File: src/design/seed_chain_dp_defines.svh
// assertion macros for the seed chaining block
`ifndef SEED_CHAIN_DP_DEFINES_SVH
`define SEED_CHAIN_DP_DEFINES_SVH
`ifndef SYNTHESIS
`define SCD_ASSERT(label, clk, rst_n, prop) \
  label: assert property (@(posedge clk) disable iff (!rst_n) prop) \
    else $error("assertion failed");
`define SCD_ASSERT_RST(label, clk, prop) \
  label: assert property (@(posedge clk) prop) else $error("assertion failed");
`else
`define SCD_ASSERT(label, clk, rst_n, prop)
`define SCD_ASSERT_RST(label, clk, prop)
`endif
`endif

File: src/design/scd_pkg.sv
// shared constants and types of the seed chaining block
package scd_pkg;
  localparam int MaxSeeds = 64;
  localparam int IdxW = $clog2(MaxSeeds);
  localparam int CntW = $clog2(MaxSeeds + 1);
  localparam int ScoreW = 28;
  localparam int QueueDepth = 2;
  localparam int QPtrW = 1;
  localparam logic signed [ScoreW-1:0] ScoreMax = {1'b0, {(ScoreW-1){1'b1}}};
  localparam logic signed [ScoreW-1:0] ScoreNone = -28'sd20;

  typedef struct packed {
    logic [31:0] query_pos;
    logic [31:0] target_pos;
    logic [15:0] seed_len;
    logic        last_seed;
  } seed_t;
endpackage

File: src/design/scd_front.sv
// front end: accepts seed words into a short queue
module scd_front (
  input  logic           clk,
  input  logic           rst_n,
  input  logic           push,
  input  scd_pkg::seed_t push_word,
  output logic           full,
  input  logic           pop,
  output logic           not_empty,
  output scd_pkg::seed_t head
);
  scd_pkg::seed_t q_r [scd_pkg::QueueDepth];
  logic [scd_pkg::QPtrW-1:0] wp_r, rp_r;
  logic [scd_pkg::QPtrW:0] cnt_r;

  assign full = (cnt_r == 2'(scd_pkg::QueueDepth));
  assign not_empty = (cnt_r != '0);
  assign head = q_r[rp_r];

  always_ff @(posedge clk) begin
    if (push) q_r[wp_r] <= push_word;
  end

  always_ff @(posedge clk) begin
    if (!rst_n) begin
      wp_r <= '0;
      rp_r <= '0;
      cnt_r <= '0;
    end else begin
      if (push) wp_r <= wp_r + 1'b1;
      if (pop) rp_r <= rp_r + 1'b1;
      cnt_r <= cnt_r + {1'b0, push} - {1'b0, pop};
    end
  end

`include "seed_chain_dp_defines.svh"
  `SCD_ASSERT(a_no_overfill, clk, rst_n, push |-> !full)
  `SCD_ASSERT(a_no_underrun, clk, rst_n, pop |-> not_empty)
  `SCD_ASSERT_RST(a_rst_empty, clk, !rst_n |=> !not_empty)
endmodule

File: config.mk
export PLATFORM = sky130hd
export DESIGN_NAME = scd_front
export DESIGN_NICKNAME = d
export VERILOG_FILES = /design/src/design/scd_pkg.sv /design/src/design/scd_front.sv
export VERILOG_INCLUDE_DIRS = /design/src /design/src/design
export SDC_FILE = /design/constraint.sdc
export NUM_CORES = 1
export LEC_CHECK = 0
export BUFFER_PORTS_ARGS = -buffer_cell sky130_fd_sc_hd__buf_2
export CORE_AREA = 2 2 123 125
export CTS_CLUSTER_DIAMETER = 120
export DETAILED_ROUTE_END_ITERATION = 8
export DIE_AREA = 0 0 125 127
export PLACE_DENSITY = 0.69
export SYNTH_ARGS = -nofsm -noshare
export SYNTH_HDL_FRONTEND = slang
export SYNTH_SLANG_ARGS = --single-unit
File: constraint.sdc
create_clock -name clk -period 10.1 [get_ports clk]
set_input_delay 3.03 -clock clk [delete_from_list [all_inputs] [get_ports clk]]
set_output_delay 3.03 -clock clk [all_outputs]
set_load 0.02 [all_outputs]
# Yosys cells after proc, flatten, opt, wreduce, memory -nomap -nowiden
# Memories as Yosys holds them, arrays and structs flattened. A register that Yosys moved wholly into a read port is not among the register bits.
# Index checks and enable logic that the tools add are counted.
# Widths: inputs -> output; s select.
dict set report totals {
  memories 1
  in_bits 85
  ramBits 162
  register_bits 4
  wordCells 14
}
# memory depth width read_ports rd_clocked_by_memory_dff wr line
set memory_table {}
lappend memory_table {q_r 2 81 1 1 1 scd_front.sv:12} ;# scd_pkg::seed_t q_r [scd_pkg::QueueDepth];
dict set report op_classes {
  muxes 4
  eq_ne 1
  reduce_logical 1
  n_addsub 4
}
# op n
set ops {}
lappend ops {{$mux 1} 4}
lappend ops {{$add 1x1->1 const B} 2}
lappend ops {{$add 2x1->2} 1}
lappend ops {{$eq 2x2->1 const B} 1}
lappend ops {{$reduce_bool 2->1} 1}
lappend ops {{$sub 2x1->2} 1}

# Longest topological paths before layout
dict set report depth {
  word_depth 3
  ltp_mapped 6
}

# Worst setup path after synthesis
# No wires, ideal clock.
dict set report synth_path {
  kind {input port to flip-flop}
  start {in push}
  end {mem q_r[0][0] (netlist bit), enable pin}
  setup_ps 531
  path_buffers 0
  path_stages 1
  t_arrival_ps 6602
  path_slack_ps 2967
  path_cell_list {nor2b_1}
}
dict set report synth_between {
  elab_chain_len 2
}
# item line
set synth_lines {}
lappend synth_lines {{from (decl)} scd_front.sv:5} ;# input logic push,
lappend synth_lines {{$mux 1} scd_front.sv:21} ;# if (push) q_r[wp_r] <= push_word;
lappend synth_lines {{$mux 1 (implied by the code)} scd_front.sv:21}
lappend synth_lines {{to (decl)} scd_front.sv:12}
# No other way between the ends.

==> qor.yml <==
worstMarginPinSlew_ns: 1.16
cts_buffers: 17
seq_area_frac_synth_pct: 76.7
slowest_stage: "buf_4"
vias: 3058
pwr_density_cell_mw_per_mm2: 206
yosys_warnings: 0
finalHoldViolCount: 0
maxSlewViolCount: 0
cts_resized: 0
synth-seq-cells: 167
critical_path_required_ns: 7.07
swShare_pct: 22.0
p_comb_share_pct: 12.5
cts-hold-fix-buffers: 0
hold_path.class: "reg2reg"
nNetsFinal: 539
grt_remaining_overflow: 0
mappedNetlistArea_sq_mm: 0.00648
post_drt_wl_per_cell_um: 16.3
rsz0062_at_grt: "no"
setup_tns_ns: 0
clock_power_share_pct: 37.8
r2r_start: "wp_r"
cp_slowest_stage_delay_ns: 0.90
finalSetupViolations: 0
fin_cells: 649
crit_path_end_kind: "output pin"
first_pass_iters: 4
status: "finished clean"
crit_buf_inv: 2
max_slew_margin_pct: 22.9
core_area_sq_mm: 0.0144
io_buffers: 167
netlist-cell-type-count: 14
p_leak_nw: 3.18
ios: 168
layout_min_cycle_time_ns: 5.56
grt_pass1_wl_um: 16200
dieArea_sq_mm: 0.0159
cts_sinks: 167
routabilityCongestion: 0.651
areaGrowthSynthToFinish_pct: 23.1
fmax_ghz: 0.180
min_from: "rp_r"
intPower_w: 0.00128
power_switching_w: 0.000362
placed_cell_area_sq_mm: 0.00740
vdd_drop_max_v: 0.000116
path_class: "reg2out"
maxCapViolations: 0
final_common_cell: "buf_2"
die_w_um: 125
dp.cells: 617
layout_common_cells: "buf_2, edfxtp_1, mux2_4, clkbuf_16, dfxtp_1"
clkLatencyLatePin_ns: 0.41
post-cts-setup-buffer-count: 0
initial_core_util_pct: 44.9
final_area_sq_mm: 0.00797
cts_tree: "built"
syn-num-nets: 360
dpl.hpwl_um: 6900
ant_nets: 0
clockBufferDepth: 2
worstPathArrival_ns: 2.53
cp_top_family: "buffers and inverters"
antenna_found_initial: 3
final_layout_size_suffix_gt1_share_pct: 60.3
total_power_w: 0.00164
avgViaCountPerCell: 4.71
clock_skew_ns: 0.00560
syn_avg_cell_area_sq_um: 23.7
synthCells: 273
routed_wl_um: 10600
clk_pin_slew_ns: 0.06
num_rows: 44
p_seq_share_pct: 49.6
grt_pass1_vias: 3235
cp_max_fo: 62
path_cells: "buf_4 > mux2_4 > buf_2"
htreeDepth: 4
grt_max_degree: 82
drc: 0
grt.total_usage_pct: 13.6
die_h_um: 127
critPathLaunchType: "register"
drtIter0Drc: 141
root_buffer: "clkbuf_16"
finalCritPeriodShare_pct: 55.0
metrics by stage:
| step | worst slack, ns | hold WS, ns | util (%) |
|---|---|---|---|
| 4_1_cts | 4.50 | 0.577 | 55.2 |
| 5_1_grt | 4.41 | 0.620 | 55.3 |
| 2_1_floorplan | 2.97 | 0.555 | - |
| 3_3_place_gp | 4.96 | 0.558 | 51.3 |
| 6_report | 4.54 | 0.580 | 55.3 |
| 3_5_place_dp | 4.95 | 0.558 | 51.3 |
logic make-up (layout without fill, tap and decap cells):
family	after synthesis	in the layout	share of synthesized area [%]
AO/OA/AOI/OAI	1	1	0.116
flip-flops	167	167	76.7
adder cells (fa/ha/maj)	2	2	0.386
buffers and inverters	11	201	2.76
multiplexers	81	81	18.7
XOR/XNOR	2	2	0.483
AND/OR/NAND/NOR	9	9	0.869
other	0	2	0
worst reg2reg max path, stage by stage (launching register included):
cell,delay [ns]
dfxtp_1,0.34
nor2b_4,0.54
buf_4,0.74
final timing paths:
kind,cells after the start,slack (ns),end
setup / recovery,3,4.54,head[55]
hold / removal,2,0.58,register
setup reg to reg,2,8.03,q_r[0][74]
hold reg to reg,2,0.58,register
cell usage after synthesis (all sizes together):
library cell	number	share of area, %
inv	2	0.12
mux2	81	19
or2	1	0.097
xor2	1	0.14
edfxtp	162	75
and2	4	0.39
ha	2	0.39
dfxtp	5	1.5
buf	9	2.6
o21a	1	0.12
xnor3	1	0.35
nor2b	4	0.39
layout make-up:
type	instances	area, sq um
diodes	2	5.00
inverters	2	7.51
fillers	1136	6450
clock inverters	10	131
multi-input cells	95	1340
flip-flops and latches	167	4970
clock buffers	20	437
well taps	184	230
repair buffers	169	851
layer usage:
layer / GRT usage [%] / vias to the layer above / part of all wire (%)
met2: 22.5 / 114 / 49
met5: 0 / - / 0
met4: 7.06 / 0 / 2.8
li1: - / 1433 / -
met3: 5.44 / 19 / 7.6
met1: 15.4 / 1492 / 40
sequential cells by signal, summed over array words and instances, names as in the netlist, named ones only:
signal / flops
q_r: 162
cnt_r: 2
rp_r: 1
wp_r: 1
power by group through the flow:
stage | Sequential (W) | Clock [W] | Combinational (W)
global route | 0.000819 | 0.000667 | 0.000221
CTS | 0.000816 | 0.000637 | 0.000210
detailed placement | 0.000831 | 0 | 0.000210
global placement | 0.000829 | 0 | 0.000206
floorplan | 0.000826 | 0 | 0.000158
finish | 0.000816 | 0.000622 | 0.000206
Note: power is estimated with default switching activity, not from simulation.
